**config.mk**
```make
export PLATFORM = sky130hd
export DESIGN_NAME = graph_traversal_order_core
export DESIGN_NICKNAME = d
export VERILOG_FILES = /design/src/hw/rtl/gto_pkg.sv /design/src/hw/rtl/gto_adj_store.sv /design/src/hw/rtl/gto_seq.sv /design/src/hw/rtl/graph_traversal_order_core.sv
export SDC_FILE = /design/constraint.sdc
export NUM_CORES = 1
export LEC_CHECK = 0
export ABC_AREA = 1
export BUFFER_PORTS_ARGS = -buffer_cell sky130_fd_sc_hd__buf_2
export CORE_ASPECT_RATIO = 1.4
export CORE_UTILIZATION = 50
export CTS_CLUSTER_DIAMETER = 40
export DETAILED_ROUTE_END_ITERATION = 10
export PLACE_DENSITY_LB_ADDON = 0.12
export SLEW_MARGIN = 25
export SYNTH_ARGS = -nofsm -noshare
export SYNTH_HDL_FRONTEND = slang
export SYNTH_SLANG_ARGS = --single-unit
```
**constraint.sdc**
```tcl
create_clock -name clk_i -period 5.6 [get_ports clk_i]
set_input_delay 0 -clock clk_i [delete_from_list [all_inputs] [get_ports clk_i]]
set_output_delay 0 -clock clk_i [all_outputs]
set_load 0.03 [all_outputs]
```
**src/hw/rtl/gto_pkg.sv**
```systemverilog
// Shared types and constants for the graph traversal order core.
// No dependencies; imported by every module of the core.
package gto_pkg;

  localparam int unsigned Vertices   = 8;
  localparam int unsigned VtxW       = 3;
  localparam int unsigned PendDepth  = 64;
  localparam int unsigned PendAw     = $clog2(PendDepth);
  localparam int unsigned CntW       = $clog2(PendDepth + 1);
  localparam int unsigned InDataW    = 8;
  localparam int unsigned OutDataW   = 8;

  typedef enum logic [1:0] {
    OpClear = 2'd0,
    OpAdd   = 2'd1,
    OpRun   = 2'd2,
    OpRsvd  = 2'd3
  } opcode_e;

  typedef enum logic {
    OrderBfs = 1'b0,
    OrderDfs = 1'b1
  } order_e;

  typedef struct packed {
    logic            clr;
    logic            add;
    logic [VtxW-1:0] a;
    logic [VtxW-1:0] b;
  } adj_cmd_t;

  typedef struct packed {
    logic            load;
    logic [VtxW-1:0] vtx;
    logic            last;
  } emit_t;

  typedef struct packed {
    logic busy;
    logic held_valid;
  } seq_status_t;

endpackage

```
**src/hw/rtl/gto_adj_store.sv**
```systemverilog
// Adjacency bit matrix: one row of flops per vertex, cleared at reset and on a clear transfer.
// Depends on gto_pkg.
module gto_adj_store (
  input  logic                          clk_i,
  input  logic                          rst_ni,
  input  gto_pkg::adj_cmd_t             cmd_i,
  input  logic [gto_pkg::VtxW-1:0]      row_sel_i,
  output logic [gto_pkg::Vertices-1:0]  row_o
);
  import gto_pkg::*;

  logic [Vertices-1:0] rows_q [Vertices];
  logic [Vertices-1:0] rows_d [Vertices];
  logic                in_range;

  assign in_range = (int'(cmd_i.a) < int'(Vertices)) && (int'(cmd_i.b) < int'(Vertices));

  always_comb begin
    for (int r = 0; r < int'(Vertices); r++) begin
      rows_d[r] = rows_q[r];
      if (cmd_i.clr) begin
        rows_d[r] = '0;
      end else if (cmd_i.add && in_range) begin
        if (r == int'(cmd_i.a)) rows_d[r][cmd_i.b] = 1'b1;
        if (r == int'(cmd_i.b)) rows_d[r][cmd_i.a] = 1'b1;
      end
    end
  end

  always_ff @(posedge clk_i or negedge rst_ni) begin
    if (!rst_ni) begin
      for (int r = 0; r < int'(Vertices); r++) rows_q[r] <= '0;
    end else begin
      for (int r = 0; r < int'(Vertices); r++) rows_q[r] <= rows_d[r];
    end
  end

  assign row_o = rows_q[row_sel_i];

endmodule

```
**src/hw/rtl/gto_seq.sv**
```systemverilog
// Traversal sequencer: visited marks, queue/stack memory and a one-neighbour-per-cycle scan.
// Holds back each emitted vertex by one so the final one can carry the last flag. Uses gto_pkg.
module gto_seq (
  input  logic                          clk_i,
  input  logic                          rst_ni,
  input  logic                          start_i,
  input  logic                          order_i,
  input  logic [gto_pkg::Vertices-1:0]  row_i,
  input  logic                          out_free_i,
  output logic [gto_pkg::VtxW-1:0]      row_sel_o,
  output gto_pkg::emit_t                emit_o,
  output gto_pkg::seq_status_t          status_o
);
  import gto_pkg::*;

  typedef enum logic [6:0] {
    StIdle   = 7'b0000001,
    StStart  = 7'b0000010,
    StPop    = 7'b0000100,
    StCheck  = 7'b0001000,
    StEmit   = 7'b0010000,
    StScan   = 7'b0100000,
    StFinish = 7'b1000000
  } state_e;

  localparam logic [VtxW-1:0] LastVtx = VtxW'(Vertices - 1);

  state_e              state_q, state_d;
  logic [Vertices-1:0] visited_q, visited_d;
  logic [CntW-1:0]     count_q, count_d;
  logic [PendAw-1:0]   head_q, head_d;
  logic [VtxW-1:0]     start_q, start_d;
  logic [VtxW-1:0]     cur_q, cur_d;
  logic [VtxW-1:0]     j_q, j_d;
  logic [VtxW-1:0]     held_q, held_d;
  logic                held_valid_q, held_valid_d;

  logic [VtxW-1:0]     mem [PendDepth];
  logic [VtxW-1:0]     rd_q;
  logic                we;
  logic [PendAw-1:0]   waddr, raddr;
  logic [VtxW-1:0]     wdata;
  logic                push_req;
  logic [VtxW-1:0]     push_vtx;
  logic [CntW-1:0]     count_m1;
  logic                dfs;

  assign dfs      = (order_i == OrderDfs);
  assign count_m1 = count_q - CntW'(1);

  always_comb begin
    state_d      = state_q;
    visited_d    = visited_q;
    count_d      = count_q;
    head_d       = head_q;
    start_d      = start_q;
    cur_d        = cur_q;
    j_d          = j_q;
    held_d       = held_q;
    held_valid_d = held_valid_q;
    raddr        = head_q;
    push_req     = 1'b0;
    push_vtx     = start_q;
    emit_o       = '0;

    case (state_q)
      StIdle: begin
        if (start_i) begin
          visited_d = '0;
          count_d   = '0;
          head_d    = '0;
          start_d   = '0;
          state_d   = StStart;
        end
      end
      StStart: begin
        if (visited_q[start_q]) begin
          if (start_q == LastVtx) state_d = StFinish;
          else start_d = start_q + VtxW'(1);
        end else begin
          if (!dfs) visited_d[start_q] = 1'b1;
          push_req = 1'b1;
          push_vtx = start_q;
          state_d  = StPop;
        end
      end
      StPop: begin
        if (count_q == '0) begin
          if (start_q == LastVtx) begin
            state_d = StFinish;
          end else begin
            start_d = start_q + VtxW'(1);
            state_d = StStart;
          end
        end else begin
          count_d = count_m1;
          if (dfs) begin
            raddr = head_q + count_m1[PendAw-1:0];
          end else begin
            raddr  = head_q;
            head_d = head_q + PendAw'(1);
          end
          state_d = StCheck;
        end
      end
      StCheck: begin
        if (dfs && visited_q[rd_q]) begin
          state_d = StPop;
        end else begin
          if (dfs) visited_d[rd_q] = 1'b1;
          cur_d   = rd_q;
          state_d = StEmit;
        end
      end
      StEmit: begin
        if (!held_valid_q || out_free_i) begin
          emit_o.load  = held_valid_q;
          emit_o.vtx   = held_q;
          emit_o.last  = 1'b0;
          held_d       = cur_q;
          held_valid_d = 1'b1;
          j_d          = dfs ? LastVtx : '0;
          state_d      = StScan;
        end
      end
      StScan: begin
        if (row_i[j_q] && !visited_q[j_q]) begin
          push_req = 1'b1;
          push_vtx = j_q;
          if (!dfs) visited_d[j_q] = 1'b1;
        end
        if (dfs ? (j_q == '0) : (j_q == LastVtx)) state_d = StPop;
        else j_d = dfs ? (j_q - VtxW'(1)) : (j_q + VtxW'(1));
      end
      StFinish: begin
        if (!held_valid_q) begin
          state_d = StIdle;
        end else if (out_free_i) begin
          emit_o.load  = 1'b1;
          emit_o.vtx   = held_q;
          emit_o.last  = 1'b1;
          held_valid_d = 1'b0;
          state_d      = StIdle;
        end
      end
      default: state_d = StIdle;
    endcase

    // push is dropped when the pending store is full
    we    = push_req && (count_q < CntW'(PendDepth));
    waddr = head_q + count_q[PendAw-1:0];
    wdata = push_vtx;
    if (we) count_d = count_q + CntW'(1);
  end

  always_ff @(posedge clk_i or negedge rst_ni) begin
    if (!rst_ni) begin
      state_q      <= StIdle;
      visited_q    <= '0;
      count_q      <= '0;
      head_q       <= '0;
      start_q      <= '0;
      held_valid_q <= 1'b0;
    end else begin
      state_q      <= state_d;
      visited_q    <= visited_d;
      count_q      <= count_d;
      head_q       <= head_d;
      start_q      <= start_d;
      held_valid_q <= held_valid_d;
    end
  end

  always_ff @(posedge clk_i) begin
    cur_q  <= cur_d;
    j_q    <= j_d;
    held_q <= held_d;
  end

  always_ff @(posedge clk_i) begin
    if (we) mem[waddr] <= wdata;
    rd_q <= mem[raddr];
  end

  assign row_sel_o           = cur_q;
  assign status_o.busy       = (state_q != StIdle);
  assign status_o.held_valid = held_valid_q;

endmodule

```
**src/hw/rtl/graph_traversal_order_core.sv**
```systemverilog
// Graph traversal order core: clear and add-edge transfers update the adjacency matrix.
// A run is paced by the sequencer scanning one adjacency bit per cycle while the output
// register has room; s_axis_tready stays low meanwhile.
// Results leave through a one-entry output register; output stalls stretch the run.
// Reset (rst_ni, async, active low) clears the matrix, the order register and all control;
// the queue/stack memory is not cleared and needs no clearing pass.
module graph_traversal_order_core (
  input  logic                           clk_i,
  input  logic                           rst_ni,
  input  logic                           s_axis_tvalid,
  output logic                           s_axis_tready,
  // [1:0] opcode, [4:2] first_vertex, [7:5] second_vertex
  input  logic [gto_pkg::InDataW-1:0]    s_axis_tdata,
  output logic                           m_axis_tvalid,
  input  logic                           m_axis_tready,
  // [2:0] visited_vertex, [7:3] zero
  output logic [gto_pkg::OutDataW-1:0]   m_axis_tdata,
  output logic                           m_axis_tlast,
  input  logic                           cfg_valid_i,
  output logic                           cfg_ready_o,
  input  logic                           cfg_data_i
);
  import gto_pkg::*;

  logic                order_q;
  logic                in_xfer;
  opcode_e             opcode;
  adj_cmd_t            adj_cmd;
  logic [Vertices-1:0] row;
  logic [VtxW-1:0]     row_sel;
  emit_t               emit;
  seq_status_t         status;
  logic                run_start;
  logic                out_valid_q;
  logic [VtxW-1:0]     out_vtx_q;
  logic                out_last_q;
  logic                out_free;

  assign cfg_ready_o   = 1'b1;
  assign s_axis_tready = !status.busy;
  assign in_xfer       = s_axis_tvalid && s_axis_tready;
  assign opcode        = opcode_e'(s_axis_tdata[1:0]);

  always_comb begin
    adj_cmd   = '0;
    adj_cmd.a = s_axis_tdata[4:2];
    adj_cmd.b = s_axis_tdata[7:5];
    run_start = 1'b0;
    if (in_xfer) begin
      case (opcode)
        OpClear: adj_cmd.clr = 1'b1;
        OpAdd:   adj_cmd.add = 1'b1;
        OpRun:   run_start   = 1'b1;
        default: ;
      endcase
    end
  end

  always_ff @(posedge clk_i or negedge rst_ni) begin
    if (!rst_ni) begin
      order_q <= OrderBfs;
    end else if (cfg_valid_i && cfg_ready_o) begin
      order_q <= cfg_data_i;
    end
  end

  gto_adj_store u_adj (
    .clk_i     (clk_i),
    .rst_ni    (rst_ni),
    .cmd_i     (adj_cmd),
    .row_sel_i (row_sel),
    .row_o     (row)
  );

  gto_seq u_seq (
    .clk_i      (clk_i),
    .rst_ni     (rst_ni),
    .start_i    (run_start),
    .order_i    (order_q),
    .row_i      (row),
    .out_free_i (out_free),
    .row_sel_o  (row_sel),
    .emit_o     (emit),
    .status_o   (status)
  );

  assign out_free = !out_valid_q || m_axis_tready;

  always_ff @(posedge clk_i or negedge rst_ni) begin
    if (!rst_ni) begin
      out_valid_q <= 1'b0;
    end else if (emit.load) begin
      out_valid_q <= 1'b1;
    end else if (m_axis_tready) begin
      out_valid_q <= 1'b0;
    end
  end

  always_ff @(posedge clk_i) begin
    if (emit.load) begin
      out_vtx_q  <= emit.vtx;
      out_last_q <= emit.last;
    end
  end

  assign m_axis_tvalid = out_valid_q;
  assign m_axis_tdata  = {{(OutDataW - VtxW){1'b0}}, out_vtx_q};
  assign m_axis_tlast  = out_last_q;

  // result register is only loaded when free or being drained
  assert property (@(posedge clk_i) disable iff (!rst_ni)
    emit.load |-> out_free)
    else $error("output register overwritten");

  // no vertex left behind once the sequencer is idle
  assert property (@(posedge clk_i) disable iff (!rst_ni)
    s_axis_tready |-> !status.held_valid)
    else $error("held vertex not flushed");

  // a run transfer makes the core busy
  assert property (@(posedge clk_i) disable iff (!rst_ni)
    run_start |=> !s_axis_tready)
    else $error("run did not start");

endmodule

```
# [Word level (Yosys, flattened, before mapping)]
# Memory sizes are Yosys's and may differ from the RTL's. A register that Yosys moved wholly into a read port is not among the register bits.
# Cells that the tools add are included.
[totals] reg_bits=111 mem_bits_rw=192 in_bits=14 output_inout_bits=12 wordCells=276 n_memories=1
[memory_table] memory="u_seq.mem" depth=64 word_bits=3 rd=1 rd_ports_with_merged_regs=1 wr=1 line="gto_seq.sv:38" source="logic [VtxW-1:0] mem [PendDepth];"
[classes] addsub=8 order_cmp=12 n_eq_ne=44 muxes=132 bitwise_logic=21 n_reduce_logical=37
[op_table] op="8-bit 2-to-1 mux" n=57
[op_table] op="8-bit OR" n=19
[op_table] op="7-bit 2-to-1 mux" n=12
[op_table] op="7-bit case mux with 7 select lines" n=1
[op_table] op="6-bit 2-to-1 mux" n=6
[op_table] op="8-bit case mux with 4 select lines" n=1
[op_table] op="3-bit 2-to-1 mux" n=10
[op_table] op="8-bit binary-select mux with 3-bit select" n=1
[op_table] op="3-bit == test (first input constant)" n=8
[op_table] op="1-bit 2-to-1 mux" n=23
[op_table] op="3-bit by 4-bit < comparator with 1-bit output (second input constant)" n=5
[op_table] op="5-bit 2-to-1 mux" n=4
[op_table] op="2-bit != test (second input constant)" n=9
[op_table] op="1-bit demux with 3-bit select" n=5
[op_table] op="3-bit by 1-bit >= comparator with 1-bit output (second input constant)" n=5
[op_table] op="7-bit case mux with 2 select lines" n=1
[op_table] op="6-bit adder" n=2
[op_table] op="1-bit binary-select mux with 3-bit select" n=4
[op_table] op="2-bit by 3-bit == test with 1-bit output (first input constant)" n=4
[op_table] op="6-bit case mux with 2 select lines" n=1
[op_table] op="2-bit by 1-bit != test with 1-bit output (second input constant)" n=5
[op_table] op="5-bit case mux with 2 select lines" n=1
[op_table] op="2-bit nonzero test" n=5
[op_table] op="1-bit logical AND" n=9
[op_table] op="other kinds (39)" n=56

# [Depth between registers and ports, before layout]
[logic_depth] word_depth=12 mapped_depth=19 depth_no_buf=17

# [Modules after synthesis]
# From an unflattened synthesis, not the netlist that was laid out.
[hier_totals] hier_cells=1861 hier_area_um2=15927.8
[modules_own_cells] module="gto_seq" n_inst=1 cells_each=1367 area_per_inst_um2=12308.1 seq_area_each_um2=6897.9
[modules_own_cells] module="gto_adj_store" n_inst=1 cells_each=464 area_per_inst_um2=3326.9 seq_area_each_um2=1601.5
[modules_own_cells] module="graph_traversal_order_core" n_inst=1 cells_each=30 area_per_inst_um2=292.8 seq_area_each_um2=170.2

# [Worst setup path before layout]
# No wires, ideal clock.
[synth_path] path_kind="reg-to-reg" start="register u_seq.cur_q[1], in the netlist u_seq.row_sel_o[1]" end="memory u_seq.mem[0][0], data pin" setup_ns=0.702 arrival_time_ns=3.880 required_time_ns=4.898 slack_ns=1.018 path_stages_with_launch=14 n_path_buf=2 period_less_slack_ns=4.582 cell_sequence="edfxtp_1 > buf_2 > inv_2 > buf_4 > nand3_1 > nand3_1 > nand3_1 > nand2_1 > nand2_1 > nand2_1 > inv_1 > nand2_1 > nand3_2 > o21ai_0"
[synth_between] elab_chain_cells=9
[synth_rtl] element="from (decl)" line="gto_seq.sv:33" source="logic [VtxW-1:0] cur_q, cur_d;"
[synth_rtl] element="from (signal assigned)" line="gto_seq.sv:175" source="cur_q <= cur_d;"
[synth_rtl] element="3-bit inverter with 4-bit output (implied by the code)" line="gto_adj_store.sv:38" source="assign row_o = rows_q[row_sel_i];"
[synth_rtl] element="8-bit binary-select mux with 3-bit select" line="gto_adj_store.sv:38"
[synth_rtl] element="8-bit 2-to-1 mux (implied by the code) (2 in a row)" line="gto_adj_store.sv:38"
[synth_rtl] element="1-bit binary-select mux with 3-bit select" line="gto_seq.sv:127" source="if (row_i[j_q] && !visited_q[j_q]) begin"
[synth_rtl] element="1-bit 2-to-1 mux (implied by the code)" line="gto_seq.sv:127"
[synth_rtl] element="1-bit logical AND" line="gto_seq.sv:127"
[synth_rtl] element="3-bit 2-to-1 mux" line="gto_seq.sv:127"
[synth_rtl] element="3-bit 2-to-1 mux"
[synth_rtl] element="net u_seq.push_vtx[0]" line="gto_seq.sv:44" source="logic [VtxW-1:0] push_vtx;"
[synth_rtl] element="to (decl)" line="gto_seq.sv:38"
# The timed path passes the listed nets, and every way through them passes these cells. The select of a mux whose other input is x is not followed.

# [Worst setup path after layout]
[layout_path] start="register u_seq.cur_q[1], in the netlist u_seq.row_sel_o[1]" end="memory u_seq.mem[17][0] (enable)"
[layout_between] elab_chain_cells=12
[layout_rtl] element="3-bit inverter with 4-bit output (implied by the code)" line="gto_adj_store.sv:38"
[layout_rtl] element="8-bit binary-select mux with 3-bit select" line="gto_adj_store.sv:38"
[layout_rtl] element="8-bit 2-to-1 mux (implied by the code) (2 in a row)" line="gto_adj_store.sv:38"
[layout_rtl] element="1-bit binary-select mux with 3-bit select" line="gto_seq.sv:127"
[layout_rtl] element="1-bit 2-to-1 mux (implied by the code)" line="gto_seq.sv:127"
[layout_rtl] element="1-bit logical AND" line="gto_seq.sv:127"
[layout_rtl] element="1-bit 2-to-1 mux" line="gto_seq.sv:127"
[layout_rtl] element="1-bit case mux with 2 select lines" line="gto_seq.sv:66" source="case (state_q)"
[layout_rtl] element="1-bit logical AND" line="gto_seq.sv:150" source="we = push_req && (count_q < CntW'(PendDepth));"
[layout_rtl] element="1-bit 2-to-1 mux" line="gto_seq.sv:181" source="if (we) mem[waddr] <= wdata;"
[layout_rtl] element="1-bit 2-to-1 mux (implied by the code)" line="gto_seq.sv:181"
# Every way passes these cells. The select of a mux whose other input is x is not followed.

==> impl_results.md <==
* Setup Skew at 0.0172 ns
* Net Switching at 2750 µW
* Core Box Area at 31500 µm²
* Vias in the first global route at 12300
* Top-count cell post-synth: nand2_1
* Cell Area, Synth at 15900 µm²
* Sequential Area at 8670 µm²
* Final hold viol count at 0
* Min-Delay Path Class: input port to flop
* Worst path arrival time at 3.92 ns
* Max clock buf depth at 3
* Leak at 0.00766 µW
* Worst Tran Pin Value at 0.803 ns
* Final net count at 1871
* Yosys reg bits at 306
* Gate power share at 0.308
* First-pass GRT wire length at 64600 µm
* Critical Path, Cell by Cell: inv_2 -> nand3_1 -> nand3_1 -> nand3_1 -> nand2_1 -> nand2_1 -> nand2_1 -> inv_1 -> nand2_1 -> nand3_2 -> nand2_2 -> nand4_1 -> nor2_1
* Unrepaired setup endpoints after global routing: no
* Row count at between 70 and 80
* Worst slew margin at 0.463
* Critical path class: flop to flop
* Final setup fails at 0
* CP max stage delay at 0.67 ns
* Starting Density at 0.506
* I/O Buffers at 19
* Synth cell count leaders: nand2_1, inv_1, nand3_1
* Share of post-route cells with drive strength above 1 at 0.0821
* Largest net degree at the start of global routing at 79
* Slew Limit Fails at 0
* DP HPWL at 27600 µm
* Die Ht at 213 µm
* Share of flip-flops with an asynchronous set or reset at 0.320
* Fill count at 2907
* Vias per cell at 5.45
* Finished Layout Cells at 2259
* MaxCap Viol Count at 0
* H-tree levels at 2
* Post-DRT Antenna Nets at 0
* Power share of the sequential group at 0.379
* Via count at 12300
* Clock Power Share at 0.313
* Slowest CP cell: edfxtp_1
* Commonest register cell after synthesis: edfxtp_1
* Critical Path RT at 5.79 ns
* Cell variety after synth at 54
* Synth top area cells: edfxtp_1, dfrtp_1, nand3_1
* Placed instance count at 2173
* Post-CTS setup buffers at 0
* Clk slew on worst S/H paths at 0.06 ns
* Origin of the worst setup path: u_seq.row_sel_o[1]
* Drt wl/cell at 18.0 µm
* Final worst path period share at 0.667
* Post-Route WL at 40600 µm
* Outcome: finished clean
* Final setup TNS at 0 ns
* CTS tree: done
* Final GP Congestion at 0.873
* RR Startpoint: u_seq.row_sel_o[1]
* Initial antenna violation count at 0
* CP dominant cell by count: nand2_1
* Total CTS buffers at 36
* Clock sink total at 306
* Top-level port count at 26
* Synth Instances at about 1800
* Area growth, synth to finish at 11.1%
* P per Cell Area at roughly 420 nW/µm²
* DRC at 0
* Drt first-iter violations at 762
* P_int at about 4700 µW
* Final Power at 7500 µW
* Crit path capture type: flop
* Total Routing Usage GR at 0.258
* Peak VDD IR at 0.278 mV
* Area of the multi-input gates at 5610 µm²
* Crit path launch type: flop
* Syn Area/Cell at 8.78 µm²
* Area share of the largest cell type after synthesis at 0.386
* Antenna Cells at 0
* Register area share after synthesis at 0.544
* Die X-Extent at around 150 µm
* Switching part of the total at 0.367
* CP Max Fanout at 19
* Overflow after GRT at 0
* Max Freq at 0.268 GHz
* Synthesis Warnings at 0
* Total die area at about 33000 µm²
* Final min period at 3.73 ns
* Hold path startpoint: s_axis_tvalid
* EDFF count, synth at 205
* CTS root buffer: clkbuf_16
* Worst-Skew Late Latency at 0.53 ns
* Drt first pass iters at 5
* Leading area contributor after synthesis: edfxtp_1
[logic make-up after synthesis]
logic type / Yosys count / synth area share
compound gates: 191 / 0.0697
xor+xnor: 18 / 0.00989
fa+ha+maj: 19 / 0.0163
buf+inv: 411 / 0.109
flops: 306 / 0.544
other cells: 2 / 0.000471
simple gates: 869 / 0.251
[state kept, by name (all words and copies together), names as in the netlist]
name and count:
u_seq.visited_q 8, u_seq.start_q 3, u_seq.head_q 6, u_seq.mem 192, u_seq.held_q 3, m_axis_tvalid 1
order_q 1, m_axis_tlast 1, u_seq.j_q 3, u_seq.row_sel_o 3, u_seq.held_valid_q 1, u_seq.rd_q 3
u_seq.state_q 7, u_seq.count_q 7, out_vtx_q 3, u_adj.rows_q 64
[metal layers]
| layer | track usage | vias to the layer above | wire length [µm] | part of all wire |
|---|---|---|---|---|
| li1 | - | 6004 | - | - |
| met1 | 0.291 | 5882 | 16000 | 0.39 |
| met2 | 0.484 | 317 | 21500 | 0.53 |
| met3 | 0.0300 | 106 | 1430 | 0.035 |
| met4 | 0.122 | 0 | 1730 | 0.043 |
| met5 | 0 | - | 0 | 0 |
[path summary, 6_finish.rpt]
path / endpoint / slack [ns] / cells after the start
min in group asynchronous: u_seq.count_q[0] / 0.52 / 4
max in group asynchronous: u_adj.rows_q[23] / 4.36 / 5
worst max register to register: u_seq.mem[17][0] / 1.87 / 13
worst min-delay path: u_seq.state_q[0] / 0.009 / 4
worst min register to register: u_adj.rows_q[38] / 0.50 / 2
worst max-delay path: u_seq.mem[17][0] / 1.87 / 13
[timing repair]
item | CTS | global route
endpoints found under the hold margin | 44 | 0
setup endpoints to repair | 0 | 0
resized for setup | 0 | 0
hold buffers | 21 | 0
[power by group through the flow]
stage | registers [µW] | clock network [µW] | logic, µW
after global placement | 2880 | 0 | 2270
after global routing | 2870 | 2480 | 2590
after floorplan | 2830 | 0 | 1780
final | 2840 | 2350 | 2310
after CTS | 2840 | 2390 | 2320
after detailed placement | 2880 | 0 | 2300
[critical path: cells and delay by family (launching register included)]
family                 cells  cell delay (ns)
flip-flops                 1             0.67
buffers and inverters      2             0.38
AND/OR/NAND/NOR           11             2.34
[stage by stage]
stage | hold WS (ns) | area [µm²] | setup WS (ns) | util
floorplan | -0.296 | 16000 | 1.02 | -
CTS | 0.0252 | 17700 | 1.87 | 0.562
finish | 0.00853 | 17700 | 1.87 | 0.562
global route | 0.0489 | 17700 | 1.56 | 0.562
detailed placement | -0.0539 | 16300 | 1.89 | 0.517
global placement | -0.0602 | 16300 | 1.93 | 0.516
[cell type report]
type | count | area share
clock buffers | 41 | 0.0519
clock inverters | 23 | 0.0151
repair buffers | 58 | 0.0281
flip-flops and latches | 306 | 0.490
well taps | 395 | 0.0279
multi-input cells | 1103 | 0.317
inverters | 333 | 0.0706
[cells in the final DEF (no fill, tap or decap), drive strengths merged, types with 3 or more instances in the layout]
cell type / count
o22ai: 32
clkinv: 13
nand3b: 24
edfxtp: 205
dfxtp: 3
nand3: 287
conb: 6
nand4: 19
ha: 16
dfrtp: 97
xnor2: 3
fa: 3
bufinv: 4
nor4: 12
dlygate4sd3: 20
o21ai: 48
buf: 38
o211ai: 10
nor2: 122
nor3: 22
o31ai: 3
clkbuf: 41
xor2: 15
a21oi: 88
inv: 337
nand2: 380
Power figures use the tool's default switching activity.
